## config.mk

```make
export PLATFORM = sky130hd
export DESIGN_NAME = latin1_cp1252_to_utf8_core
export DESIGN_NICKNAME = d
export VERILOG_FILES = /design/src/hw/rtl/lcu_pkg.sv /design/src/hw/rtl/latin1_cp1252_to_utf8_core.sv /design/src/hw/rtl/lcu_front.sv /design/src/hw/rtl/lcu_queue.sv /design/src/hw/rtl/lcu_back.sv
export SDC_FILE = /design/constraint.sdc
export NUM_CORES = 1
export LEC_CHECK = 0
export CORE_UTILIZATION = 55
export DETAILED_ROUTE_END_ITERATION = 10
export DONT_BUFFER_PORTS = 1
export PLACE_DENSITY = 0.82
export SLEW_MARGIN = 20
export SYNTH_ARGS = -nofsm -noshare
export SYNTH_HDL_FRONTEND = slang
export SYNTH_SLANG_ARGS = --single-unit
```

## constraint.sdc

```tcl
create_clock -name clk -period 2.78 [get_ports clk]
set_clock_uncertainty 0.15 [all_clocks]
set_input_delay 0.139 -clock clk [delete_from_list [all_inputs] [get_ports clk]]
set_output_delay 0.139 -clock clk [all_outputs]
set_load 0.01 [all_outputs]
```

## src/hw/rtl/lcu_pkg.sv

```systemverilog
// Package for the Latin-1 / Windows-1252 to UTF-8 transcoder.
// Holds the queue entry type, register indexes and the Windows-1252 table.
// No dependencies.
`default_nettype none

package lcu_pkg;

  // Register indexes of the configuration port (byte address = 4 * index).
  localparam int unsigned RegSourceEncoding = 0;
  localparam int unsigned CfgAddrW          = 3;
  localparam int unsigned CfgDataW          = 32;

  // Source encoding codes.
  localparam logic EncLatin1 = 1'b0;
  localparam logic EncCp1252 = 1'b1;

  // Default depth of the queue between front and back.
  localparam int unsigned QueueDepthDefault = 2;

  localparam logic [15:0] ReplacementCp = 16'hFFFD;

  // One classified transaction: up to three UTF-8 bytes, lead byte in slot 0.
  typedef struct packed {
    logic [1:0]      nbytes;
    logic [2:0][7:0] bytes;
  } lcu_entry_t;

  // Windows-1252 code points for source bytes 0x80..0x9F.
  function automatic logic [15:0] cp1252_lookup(input logic [4:0] idx);
    logic [15:0] cp;
    unique case (idx)
      5'd0:  cp = 16'h20AC;
      5'd1:  cp = ReplacementCp;
      5'd2:  cp = 16'h201A;
      5'd3:  cp = 16'h0192;
      5'd4:  cp = 16'h201E;
      5'd5:  cp = 16'h2026;
      5'd6:  cp = 16'h2020;
      5'd7:  cp = 16'h2021;
      5'd8:  cp = 16'h02C6;
      5'd9:  cp = 16'h2030;
      5'd10: cp = 16'h0160;
      5'd11: cp = 16'h2039;
      5'd12: cp = 16'h0152;
      5'd13: cp = ReplacementCp;
      5'd14: cp = 16'h017D;
      5'd15: cp = ReplacementCp;
      5'd16: cp = ReplacementCp;
      5'd17: cp = 16'h2018;
      5'd18: cp = 16'h2019;
      5'd19: cp = 16'h201C;
      5'd20: cp = 16'h201D;
      5'd21: cp = 16'h2022;
      5'd22: cp = 16'h2013;
      5'd23: cp = 16'h2014;
      5'd24: cp = 16'h02DC;
      5'd25: cp = 16'h2122;
      5'd26: cp = 16'h0161;
      5'd27: cp = 16'h203A;
      5'd28: cp = 16'h0153;
      5'd29: cp = ReplacementCp;
      5'd30: cp = 16'h017E;
      5'd31: cp = 16'h0178;
      default: cp = ReplacementCp;
    endcase
    return cp;
  endfunction

endpackage

`default_nettype wire

```

## src/hw/rtl/latin1_cp1252_to_utf8_core.sv

```systemverilog
// Top level of the Latin-1 / Windows-1252 to UTF-8 transcoder.
// Instantiates lcu_front, lcu_queue and lcu_back; depends on lcu_pkg.
//
// Usage: each input transaction on the in_ channel (valid/ready) carries one
// source byte. The block answers with the byte's UTF-8 encoding on the out_
// channel, one byte per transaction, lead byte first, with out_last_byte
// high on the final byte of the sequence. ASCII gives one byte, 0xA0..0xFF
// give two, and 0x80..0x9F give two or three depending on source_encoding
// (register 0 on the cfg_ APB port: 0 = Latin-1, which maps them to U+FFFD,
// 1 = Windows-1252). A zero byte is accepted and produces no output.
// Each accepted entry is registered in the queue; its bytes then pass one
// at a time, lead byte first, through the output register. Throughput: the
// single output byte lane delivers one byte per cycle while the receiver is
// ready; an item is one, two or three bytes long. The front end keeps
// accepting while the queue has room, so a stalled receiver only holds the
// output register and the queue; nothing is lost or repeated. Synchronous
// reset clears the queue, the output stage and source_encoding to Latin-1.
`default_nettype none

module latin1_cp1252_to_utf8_core
  import lcu_pkg::*;
#(
  parameter int unsigned QUEUE_DEPTH = QueueDepthDefault
) (
  input  wire logic                clk,
  input  wire logic                rst_n,
  // Input channel
  input  wire logic                in_valid,
  output logic                     in_ready,
  input  wire logic [7:0]          in_byte,
  // Result channel
  output logic                     out_valid,
  input  wire logic                out_ready,
  output logic [7:0]               out_byte,
  output logic                     out_last_byte,
  // Configuration port
  input  wire logic                cfg_psel,
  input  wire logic                cfg_penable,
  input  wire logic                cfg_pwrite,
  input  wire logic [CfgAddrW-1:0] cfg_paddr,
  input  wire logic [CfgDataW-1:0] cfg_pwdata,
  output logic [CfgDataW-1:0]      cfg_prdata,
  output logic                     cfg_pready
);

  localparam logic RegSelSrcEnc = RegSourceEncoding[0];

  logic       source_encoding_r, source_encoding_nxt;
  logic       cfg_write;
  logic       q_full, q_push, q_pop, q_not_empty;
  lcu_entry_t q_entry, q_head;

  // The register file: one bit at byte address 0. Address bit 2 selects the
  // register index; the byte-lane bits below it are ignored.
  assign cfg_pready = 1'b1;
  assign cfg_write  = cfg_psel && cfg_penable && cfg_pwrite && cfg_pready;

  always_comb begin
    source_encoding_nxt = source_encoding_r;
    if (cfg_write && (cfg_paddr[2] == RegSelSrcEnc)) begin
      source_encoding_nxt = cfg_pwdata[0];
    end
  end

  always_ff @(posedge clk) begin
    if (!rst_n) begin
      source_encoding_r <= EncLatin1;
    end else begin
      source_encoding_r <= source_encoding_nxt;
    end
  end

  always_comb begin
    cfg_prdata = '0;
    if (cfg_paddr[2] == RegSelSrcEnc) begin
      cfg_prdata[0] = source_encoding_r;
    end
  end

  // Front end: classification and encoding straight into the queue.
  lcu_front u_front (
    .in_valid        (in_valid),
    .in_ready        (in_ready),
    .in_byte         (in_byte),
    .source_encoding (source_encoding_r),
    .q_full          (q_full),
    .q_push          (q_push),
    .q_entry         (q_entry)
  );

  // The queue decouples the front end from the byte serialiser.
  lcu_queue #(
    .Depth (QUEUE_DEPTH)
  ) u_queue (
    .clk        (clk),
    .rst_n      (rst_n),
    .push       (q_push),
    .push_entry (q_entry),
    .pop        (q_pop),
    .full       (q_full),
    .not_empty  (q_not_empty),
    .head       (q_head)
  );

  // Back end: one output byte per cycle while out_ready, through a registered stage.
  lcu_back u_back (
    .clk           (clk),
    .rst_n         (rst_n),
    .q_not_empty   (q_not_empty),
    .q_head        (q_head),
    .q_pop         (q_pop),
    .out_valid     (out_valid),
    .out_ready     (out_ready),
    .out_byte      (out_byte),
    .out_last_byte (out_last_byte)
  );

endmodule

`default_nettype wire

```

## src/hw/rtl/lcu_front.sv

```systemverilog
// Front end of the transcoder: accepts source bytes and encodes them.
// Produces one queue entry per non-zero byte. Depends on lcu_pkg.
`default_nettype none

module lcu_front
  import lcu_pkg::*;
(
  input  wire logic       in_valid,
  output logic            in_ready,
  input  wire logic [7:0] in_byte,
  input  wire logic       source_encoding,
  input  wire logic       q_full,
  output logic            q_push,
  output lcu_entry_t      q_entry
);

  logic [15:0] cp;

  // A zero byte is taken but produces nothing.
  assign in_ready = !q_full;
  assign q_push   = in_valid && !q_full && (in_byte != 8'h00);

  always_comb begin
    if (!in_byte[7]) begin
      cp = {8'h00, in_byte};
    end else if (in_byte[6:5] == 2'b00) begin
      cp = (source_encoding == EncCp1252) ? cp1252_lookup(in_byte[4:0]) : ReplacementCp;
    end else begin
      cp = {8'h00, in_byte};
    end
  end

  always_comb begin
    q_entry = '0;
    if (cp[15:7] == 9'd0) begin
      q_entry.nbytes   = 2'd1;
      q_entry.bytes[0] = {1'b0, cp[6:0]};
    end else if (cp[15:11] == 5'd0) begin
      q_entry.nbytes   = 2'd2;
      q_entry.bytes[0] = {3'b110, cp[10:6]};
      q_entry.bytes[1] = {2'b10, cp[5:0]};
    end else begin
      q_entry.nbytes   = 2'd3;
      q_entry.bytes[0] = {4'b1110, cp[15:12]};
      q_entry.bytes[1] = {2'b10, cp[11:6]};
      q_entry.bytes[2] = {2'b10, cp[5:0]};
    end
  end

endmodule

`default_nettype wire

```

## src/hw/rtl/lcu_queue.sv

```systemverilog
// Short queue of encoded entries between the front and back ends. Depends
// on lcu_pkg. Register based, one push while not full and one pop per cycle.
`default_nettype none

module lcu_queue
  import lcu_pkg::*;
#(
  parameter int unsigned Depth = QueueDepthDefault
) (
  input  wire logic       clk,
  input  wire logic       rst_n,
  input  wire logic       push,
  input  wire lcu_entry_t push_entry,
  input  wire logic       pop,
  output logic            full,
  output logic            not_empty,
  output lcu_entry_t      head
);

  localparam int unsigned PtrW = (Depth > 1) ? $clog2(Depth) : 1;
  localparam int unsigned CntW = $clog2(Depth + 1);
  localparam logic [PtrW-1:0] LastPtr = PtrW'(Depth - 1);
  localparam logic [CntW-1:0] FullCnt = CntW'(Depth);

  lcu_entry_t      mem_r [Depth];
  logic [PtrW-1:0] wr_ptr_r, wr_ptr_nxt;
  logic [PtrW-1:0] rd_ptr_r, rd_ptr_nxt;
  logic [CntW-1:0] cnt_r, cnt_nxt;
  logic            do_push, do_pop;

  assign full      = (cnt_r == FullCnt);
  assign not_empty = (cnt_r != '0);
  assign head      = mem_r[rd_ptr_r];
  assign do_push   = push && !full;
  assign do_pop    = pop && not_empty;

  always_comb begin
    wr_ptr_nxt = wr_ptr_r;
    rd_ptr_nxt = rd_ptr_r;
    cnt_nxt    = cnt_r;
    if (do_push) begin
      wr_ptr_nxt = (wr_ptr_r == LastPtr) ? '0 : wr_ptr_r + 1'b1;
    end
    if (do_pop) begin
      rd_ptr_nxt = (rd_ptr_r == LastPtr) ? '0 : rd_ptr_r + 1'b1;
    end
    if (do_push && !do_pop) begin
      cnt_nxt = cnt_r + 1'b1;
    end else if (do_pop && !do_push) begin
      cnt_nxt = cnt_r - 1'b1;
    end
  end

  always_ff @(posedge clk) begin
    if (!rst_n) begin
      wr_ptr_r <= '0;
      rd_ptr_r <= '0;
      cnt_r    <= '0;
    end else begin
      wr_ptr_r <= wr_ptr_nxt;
      rd_ptr_r <= rd_ptr_nxt;
      cnt_r    <= cnt_nxt;
    end
  end

  always_ff @(posedge clk) begin
    if (do_push) begin
      mem_r[wr_ptr_r] <= push_entry;
    end
  end

endmodule

`default_nettype wire

```

## src/hw/rtl/lcu_back.sv

```systemverilog
// Back end of the transcoder: serialises queue entries into UTF-8 bytes.
// One byte per cycle while out_ready, through a registered output stage. Depends on lcu_pkg.
`default_nettype none

module lcu_back
  import lcu_pkg::*;
(
  input  wire logic       clk,
  input  wire logic       rst_n,
  input  wire logic       q_not_empty,
  input  wire lcu_entry_t q_head,
  output logic            q_pop,
  output logic            out_valid,
  input  wire logic       out_ready,
  output logic [7:0]      out_byte,
  output logic            out_last_byte
);

  logic [1:0] idx_r, idx_nxt;
  logic       valid_r, valid_nxt;
  logic [7:0] byte_r;
  logic       last_r;
  logic       load, is_last;

  assign load    = q_not_empty && (!valid_r || out_ready);
  assign is_last = (idx_r == (q_head.nbytes - 2'd1));
  assign q_pop   = load && is_last;

  always_comb begin
    idx_nxt   = idx_r;
    valid_nxt = valid_r;
    if (load) begin
      valid_nxt = 1'b1;
      idx_nxt   = is_last ? 2'd0 : idx_r + 2'd1;
    end else if (out_ready) begin
      valid_nxt = 1'b0;
    end
  end

  always_ff @(posedge clk) begin
    if (!rst_n) begin
      idx_r   <= 2'd0;
      valid_r <= 1'b0;
    end else begin
      idx_r   <= idx_nxt;
      valid_r <= valid_nxt;
    end
  end

  always_ff @(posedge clk) begin
    if (load) begin
      byte_r <= q_head.bytes[idx_r];
      last_r <= is_last;
    end
  end

  assign out_valid     = valid_r;
  assign out_byte      = byte_r;
  assign out_last_byte = last_r;

endmodule

`default_nettype wire

```

; ---- Yosys cells after proc, flatten, opt, wreduce, memory -nomap -nowiden
; Memories as Yosys holds them, arrays and structs flattened. A register that Yosys moved wholly into a read port is not among the register bits.
; Index checks and enable logic that the tools add are counted.
[op_classes]
eq_ne = 2
n_addsub = 6
order_cmp = 1
reduce_logical = 23
muxes = 23
bitwise = 1
[op_table]
columns = operator, count
row1 = 16-bit 2-to-1 mux, 4
row2 = 8-bit 2-to-1 mux, 3
row3 = 8-bit binary-select mux with 2-bit select, 1
row4 = 14-bit 2-to-1 mux, 1
row5 = 1-bit logical AND, 11
row6 = 1-bit 2-to-1 mux, 10
row7 = 9-bit zero test, 1
row8 = 2-bit 2-to-1 mux, 4
row9 = 8-bit nonzero test, 1
row10 = 2-bit nonzero test, 3
row11 = 5-bit zero test, 1
row12 = 2-bit by 1-bit adder with 2-bit output (second input constant), 2
row13 = 1-bit zero test, 4
row14 = 2-bit by 1-bit subtractor with 2-bit output (second input constant), 2
row15 = 2-bit by 3-bit less-than comparator with 1-bit output (second input constant), 1
row16 = 1-bit adder (second input constant), 2
row17 = 2-bit == test, 1
row18 = 2-bit == test (second input constant), 1
row19 = 2-bit zero test, 1
row20 = 1-bit logical OR, 1
row21 = 1-bit NOT, 1
[totals]
regBits = 17
out_inout_bits = 44
wordCells = 66
romBits = 512
n_memories = 2
ramBits = 52
in_bits = 50
[memory_table]
columns = memory, words, word_bits, rd, rd_ports_with_merged_regs, wr, line_no
row1 = (name not given), 32, 16, 1, 0, 0, lcu_pkg.sv:31  ; unique case (idx)
row2 = u_queue.mem_r, 2, 26, 1, 1, 1, lcu_queue.sv:25  ; lcu_entry_t mem_r [Depth];

; ---- Logic depth before layout (Yosys ltp)
; Gate-level depths: netlist of run 1.
[logic_depth]
depth_word = 9
mapped_depth = 10

; ---- Cells and area by module
; A second synthesis of run 1 with hierarchy kept.
[hier_totals]
hier_cells = 354
hier_area_um2 = 4047.6
[modules_own_cells]
columns = mod, seq_area_each_um2, cells_each, area_per_inst_um2, instances
row1 = lcu_queue, 1661.6, 106, 2110.8, 1
row2 = lcu_front, 0.0, 149, 987.2, 1
row3 = lcu_back, 330.3, 59, 634.4, 1
row4 = latin1_cp1252_to_utf8_core, 20.0, 40, 315.3, 1

; ---- Worst setup path before layout of run 1
; OpenSTA, ideal clock, no wires.
[synth_timing]
path_type = input to register
from = input port in_byte[1]
to = memory u_queue.mem_r[0][0] (netlist name), enable pin
arrival_ns = 1.738
path_buffers = 1
required_ns = 2.228
slack_ns = 0.490
path_stages = 6
path_cell_list = inv_1 ha_1 buf_6 nand4b_1 nand3_1 nor2_1
[synth_between]
elab_chain_len = 5
[synth_rtl]
columns = item, line_no
row1 = "start, declared", latin1_cp1252_to_utf8_core.sv:30  ; input wire logic [7:0] in_byte,
row2 = 8-bit nonzero test, lcu_front.sv:21  ; assign q_push = in_valid && !q_full && (in_byte != 8'h00);
row3 = 1-bit logical AND, lcu_front.sv:21
row4 = 1-bit logical AND, lcu_queue.sv:34  ; assign do_push = push && !full;
row5 = 1-bit 2-to-1 mux, lcu_queue.sv:67  ; if (do_push) begin
row6 = 1-bit 2-to-1 mux (implied by the code), lcu_queue.sv:68  ; mem_r[wr_ptr_r] <= push_entry;
row7 = "end, declared", lcu_queue.sv:25
; Every way passes these cells.

==> metrics.md, run 1 <==
| Metric | Value |
|---|---|
| Root Buffer | `clkbuf_8` |
| Setup total negative slack | `0 ns` |
| Most Used Layer, Global Route | `met2` |
| Largest net degree at the start of global routing | `24` |
| Std-Cell Rows | `29` |
| CTS sink count | `62` |
| Initial Util | `57.3%` |
| Reg power frac | `46.9%` |
| Post-layout power | `3000 uW` |
| Hold EP | `u_queue.mem_r[1][9]` |
| Worst-Skew Late Latency | `0.34 ns` |
| Final antenna-violating net count | `0` |
| First-pass GRT wire length | `10700 um` |
| Router iterations before antenna repair | `4` |
| Arr. time, crit path | `2.60 ns` |
| Area leader, netlist | `edfxtp_1` |
| Vias in the first global route | `2192` |
| Final period util | `89.3%` |
| Share of cells above drive strength 1 | `14.4%` |
| Die ar. | `6940 um^2` |
| Fillers | `475` |
| Psw | `901 uW` |
| CP bufs+invs | `0` |
| Worst hold-check path type | `primary input to register` |
| Number of max-cap violations | `0` |
| F_max | `0.403 GHz` |
| Combinational Power Share | `27.1%` |
| Number of synthesized flops with an enable pin | `53` |
| Die X | `83.3 um` |
| Hold wc startpoint | `in_byte[7]` |
| Clk slew on worst S/H paths | `0.07 ns` |
| Final Max Slew Viols | `0` |
| # diodes | `0` |
| Unique masters post-synth | `63` |
| P_int | `2100 uW` |
| Post-synth ARST share | `0%` |
| Met1 usage | `24.8%` |
| Clock Tree Buf Depth | `2` |
| Setup violators final | `0` |
| Number of buffers created by CTS | `9` |
| RSZ-0062 raised after global routing | `no` |
| Vias | `2348` |
| RD Place Congestion | `0.873` |
| Congestion Overflow GR | `0` |
| Syn. warnings | `0` |
| Hold Slack | `0.0722 ns` |
| CP required | `2.89 ns` |
| Critical path's top delay family | `multiplexers` |
| Seq/Total Area, Yosys | `48.7%` |
| Worst reg-to-reg path cell count | `7` |
| DRT Wirelength | `6570 um` |
| Final setup margin | `0.297 ns` |
| CP startpoint kind | `register` |
| Reg2Reg Capture Point | `u_queue.cnt_r[1]` |
| Fin nets | `388` |
| Top_reg_cell synth | `edfxtp_1` |
| Pwr dens | `780 nW/um^2` |
| DP HPWL | `4470 um` |
| Ranking of synthesized cells by area | `edfxtp_1 (44%), buf_4 (7.0%), dfxtp_1 (5.0%), mux2i_1 (3.9%), mux4_2 (3.7%)` |
| Met3 Use GR | `3.08%` |
| Mean Syn Cell Area | `11.4 um^2` |
| Slowest cell delay on critical path | `0.42 ns` |
| Mapped cell area | `3640 um^2` |
| Final Critical Period | `2.48 ns` |
| Min-Delay Path Depth | `2` |
| Critical Path Sink Type | `register` |
| Initial DRC Count | `124` |
| Maximum vdd drop | `0.544 mV` |
| WS Path Type | `register to register` |
| Initial antenna violation count | `0` |
| Share of the synthesized area in the top cell type | `43.7%` |
| Total core area | `6350 um^2` |
| Gate count after technology mapping | `319` |
| Outcome | `finished, final reports clean` |
| P_leak | `0.00143 uW` |
| Die Height | `83.3 um` |
| Vias/cell | `5.73` |
| Critical-path top delay cell | `dfxtp_1` |
| Slew headroom | `33.1%` |
| Cells along the critical path | `mux2i_4, xnor2_1, mux2i_1, nand2_1, ha_1, or3_1, a21boi_0` |
| Crit-path max FO | `4` |
| Worst slew pin tran | `1.00 ns` |
| M2 GR Usage | `32.7%` |
| Synth Register Bits | `62` |
| All-Layer GR Usage | `20.1%` |
| Routed len/inst | `16.0 um` |
| Top-Level Pins | `94` |
| Final core utilization | `60.6%` |
| R2R Setup Slk | `0.30 ns` |
| H-Tree Level Count | `3` |
| CTS tree | `built` |
| Clock share of power | `26.0%` |
| Sw frac | `30.0%` |
| Dpl ws | `0.329 ns` |
| Syn-to-layout area delta | `5.71%` |
| DRC viols | `0` |
| Final Hold Viols | `0` |
| Port bufs | `0` |
==> placed cells by master (no fill, tap or decap), drive strengths merged, types with 3 or more instances in the layout <==
master and n:
and2 10, nor2 22, a21boi 4, o22ai 10
inv 14, conb 32, nor3 6, nand3 4
clkbuf 12, nand2b 4, buf 7, dfxtp 9
nand2 18, ha 10, or2 3, dlygate4sd3 7
mux4 6, and3 3, edfxtp 53, a21oi 10
o31ai 7, nor2b 8, clkinv 3, mux2i 15
xnor2 3, o21ai 17
==> worst max path at each step <==
stage                     cells past startpoint             endpoint  startpoint
after global routing                          7     u_queue.cnt_r[1]    register
after global placement                        7     u_queue.cnt_r[1]    register
after floorplan                               6  u_queue.mem_r[0][0]  in_byte[1]
final                                         7     u_queue.cnt_r[1]    register
after CTS                                     7     u_queue.cnt_r[1]    register
after detailed placement                      7     u_queue.cnt_r[1]    register
==> sequential cells by signal, indices dropped and copies added, names as in the netlist, named ones only <==
name	flops
u_queue.rd_ptr_r	1
u_queue.wr_ptr_r	1
u_queue.mem_r	44
u_back.out_byte	8
source_encoding_r	1
u_back.out_valid	1
u_back.out_last_byte	1
u_queue.cnt_r	2
u_back.idx_r	2
==> power groups by stage <==
stage / sequential, uW / combinational [uW] / clock, uW
6_report: 1410 / 813 / 780
3_3_place_gp: 1410 / 759 / 0
2_1_floorplan: 1400 / 680 / 0
3_5_place_dp: 1420 / 782 / 0
4_1_cts: 1410 / 811 / 794
5_1_grt: 1420 / 892 / 826
==> worst reg2reg max path, cell delays in order (launching register included) <==
cell	delay [ns]
dfxtp_1	0.42
mux2i_4	0.34
xnor2_1	0.20
mux2i_1	0.26
nand2_1	0.14
ha_1	0.35
or3_1	0.37
a21boi_0	0.18
==> logic make-up after synthesis <==
group,Yosys count,synth area share (%)
buffers and inverters,61,10.8
multiplexers,22,8.60
XOR/XNOR,4,0.963
adder cells (fa/ha/maj),10,3.44
AO/OA/AOI/OAI,74,15.5
flip-flops,62,48.7
AND/OR/NAND/NOR,84,11.8
other,2,0.206
==> synthesized netlist by cell type, drive strengths merged (3+ instances only) <==
master	count
a21oi	10
mux4	6
nand2	18
nor2	22
buf	44
nand3	4
and2	10
edfxtp	53
o31ai	7
o21ai	17
dfxtp	9
inv	14
mux2i	15
a21boi	4
xnor2	3
ha	10
and3	3
or2	3
nor3	6
o22ai	10
nand2b	4
nor2b	8
==> through the flow <==
step	cell area [um^2]	std cells
floorplan	3750	349
global placement	3560	387
detailed placement	3560	387
CTS	3850	410
global route	3850	410
finish	3850	410
==> final cells by class <==
| class | count | area (um^2) | share of cell area (%) |
|---|---|---|---|
| multi-input cells | 226 | 1590 | 41.2 |
| inverters | 15 | 56.3 | 1.46 |
| repair buffers | 14 | 123 | 3.19 |
| clock inverters | 4 | 25.0 | 0.651 |
| well taps | 77 | 96.3 | 2.50 |
| clock buffers | 12 | 188 | 4.88 |
| flip-flops and latches | 62 | 1770 | 46.1 |
==> routing by layer <==
| layer | part of all wire (%) | up-vias |
|---|---|---|
| met5 | 0 | - |
| met2 | 50 | 103 |
| met1 | 41 | 1094 |
| met3 | 6.1 | 16 |
| met4 | 2.6 | 0 |
| li1 | - | 1135 |
==> timing repair <==
item,CTS,global route
buffers inserted,0,0
resized for setup,0,0
hold endpoints to repair,13,0
hold buffers,7,0
Note: power is estimated with default switching activity, not from simulation.
==> run 2, diff against run 1 <==
clock period = 2.8 ns   (was 2.78 ns; I/O delays follow)
==> run 2 against run 1 <==
Compared with the run above: total power down 2.5%; non-clock buffer count is 1 lower; combinational power decreased by 2%; largest power group unchanged; highest routed layer unchanged.
==> metrics.md, run 2 (synthesis results as in run 1) <==
| Metric | Value |
|---|---|
| Outcome | `finished, final reports clean` |
| Critical Path Sink Type | `register` |
| Fin nets | `387 (-0.26%)` |
| Top-Level Pins | `94 (unchanged)` |
| Worst slew pin tran | `1.05 ns (+0.0481 ns)` |
| Arr. time, crit path | `2.62 ns (+0.02 ns)` |
| Most common cell after layout, fill and taps aside | `edfxtp_1` |
| M2 GR Usage | `31.9% (-0.82 points)` |
| Post-Layout Inst Area | `3820 um^2 (-0.78%)` |
| Final antenna-violating net count | `0 (unchanged)` |
| Setup violators final | `0 (unchanged)` |
| Met1 usage | `24.2% (-0.63 points)` |
| Setup total negative slack | `0 ns (unchanged)` |
| Std-Cell Rows | `29 (unchanged)` |
| Number of buffers created by CTS | `9 (unchanged)` |
| Largest net degree at the start of global routing | `24 (unchanged)` |
| Final period util | `89.3% (about the same)` |
| Slew headroom | `29.9% (-3.2 points)` |
| Share of cells above drive strength 1 | `14.5% (+0.043 points)` |
| WS Path Type | `register to register` |
| Routed len/inst | `16.0 um (-0.17%)` |
| Final Non-Filler Cells | `409 (-0.24%)` |
| Clock Tree Buf Depth | `2 (unchanged)` |
| Initial Util | `57.3% (unchanged)` |
| CTS Hold Bufs | `6 (-1)` |
| CTS resizes | `0 (unchanged)` |
| CP startpoint kind | `register` |
| CP required | `2.91 ns (+0.02 ns)` |
| Clk slew on worst S/H paths | `0.07 ns (about the same)` |
| Root Buffer | `clkbuf_8` |
| Pwr dens | `766 nW/um^2 (-1.7%)` |
| Die Height | `83.3 um (unchanged)` |
| Most Used Layer, Global Route | `met2` |
| Met3 Use GR | `3.28% (+0.20 points)` |
| F_max | `0.400 GHz (-0.72%)` |
| Worst hold-check path type | `primary input to register` |
| Die X | `83.3 um (unchanged)` |
| P_leak | `0.00142 uW (-0.30%)` |
| Placed Cells | `387 (unchanged)` |
| Final Critical Period | `2.50 ns (+0.0181 ns)` |
| Vias in the first global route | `2242 (+2.3%)` |
| Post-layout power | `2920 uW (-2.5%)` |
| Port bufs | `0 (unchanged)` |
| Largest register FFs | `44 (unchanged)` |
| DP HPWL | `4530 um (+1.4%)` |
| Placement Cell Area | `3560 um^2 (unchanged)` |
| CTS sink count | `62 (unchanged)` |
| H-Tree Level Count | `3 (unchanged)` |
| Router iterations before antenna repair | `5 (+1)` |
| Final setup margin | `0.298 ns (+0.00191 ns)` |
| Vias/cell | `5.78 (+1.0%)` |
| Initial DRC Count | `121 (-2.4%)` |
| All-Layer GR Usage | `19.5% (-0.61 points)` |
| Worst-Skew Late Latency | `0.33 ns (about the same)` |
| Largest Register | `u_queue.mem_r` |
| Syn-to-layout area delta | `4.88%` |
| Setup Fix Bufs, Post-CTS | `0 (unchanged)` |
| DRT Wirelength | `6550 um (-0.41%)` |
| First-pass GRT wire length | `10500 um (-1.3%)` |
| Crit-path max FO | `4 (unchanged)` |
| Initial antenna violation count | `0 (unchanged)` |
| Dpl ws | `0.337 ns (+0.00810 ns)` |
| Congestion Overflow GR | `0 (unchanged)` |
| Vias | `2366 (+0.77%)` |
| RSZ-0062 raised after global routing | `no` |
| Die ar. | `6940 um^2 (unchanged)` |
| Number of max-cap violations | `0 (unchanged)` |
| Commonest non-fill, non-tap cells in the layout | `edfxtp_1 (53), conb_1 (32), nor2_1 (22)` |
| Maximum vdd drop | `0.712 mV (+31%)` |
| Total core area | `6350 um^2 (unchanged)` |
| RD Place Congestion | `0.881 (+0.87%)` |
| Final Hold Viols | `0 (unchanged)` |
| # diodes | `0 (unchanged)` |
| CTS tree | `built` |
| Final Max Slew Viols | `0 (unchanged)` |
| DRC viols | `0 (unchanged)` |
==> run 2: where the power goes <==
part | internal [uW] | switching (uW) | leakage (uW)
logic | 354 | 444 | 0.000744
clock network | 396 | 337 | 0.000105
registers | 1280 | 114 | 0.000575
==> run 2: area by class of cell <==
cell class | instances | area [um^2]
clock buffers | 11 | 163
clock inverters | 5 | 30.0
fillers | 497 | 2530
inverters | 15 | 56.3
multi-input cells | 226 | 1590
flip-flops and latches | 62 | 1770
well taps | 77 | 96.3
repair buffers | 13 | 113
==> run 2: worst max-delay path, stage by stage (launching register included) <==
cell and delay, ns:
dfxtp_1 0.43, mux2i_4 0.35, xnor2_1 0.21, mux2i_1 0.27, nand2_1 0.14, ha_1 0.35, or3_1 0.37, a21boi_0 0.16
==> run 2: per-layer routing <==
layer  share of wire (%)  up-vias
met3                 3.6       15
met2                  50       79
li1                    -     1128
met5                   0        -
met4                 2.9        0
met1                  44     1144
==> run 2: path summary, 6_finish.rpt <==
path	from	endpoint	slack [ns]	depth (start not counted)
max reg2reg	register	u_queue.cnt_r[1]	0.30	7
max	register	u_queue.cnt_r[1]	0.30	7
min	in_byte[5]	u_queue.mem_r[0][21]	0.04	2
min reg2reg	u_queue.cnt_r[1]	u_queue.cnt_r[1]	0.40	2
==> run 2: metrics by stage <==
| step | hold WS [ns] | util (%) |
|---|---|---|
| 2_1_floorplan | 0.107 | - |
| 3_5_place_dp | 0.118 | 56.1 |
| 6_report | 0.0430 | 60.1 |
| 5_1_grt | 0.0547 | 60.1 |
| 3_3_place_gp | 0.111 | 56.1 |
| 4_1_cts | 0.0213 | 60.1 |
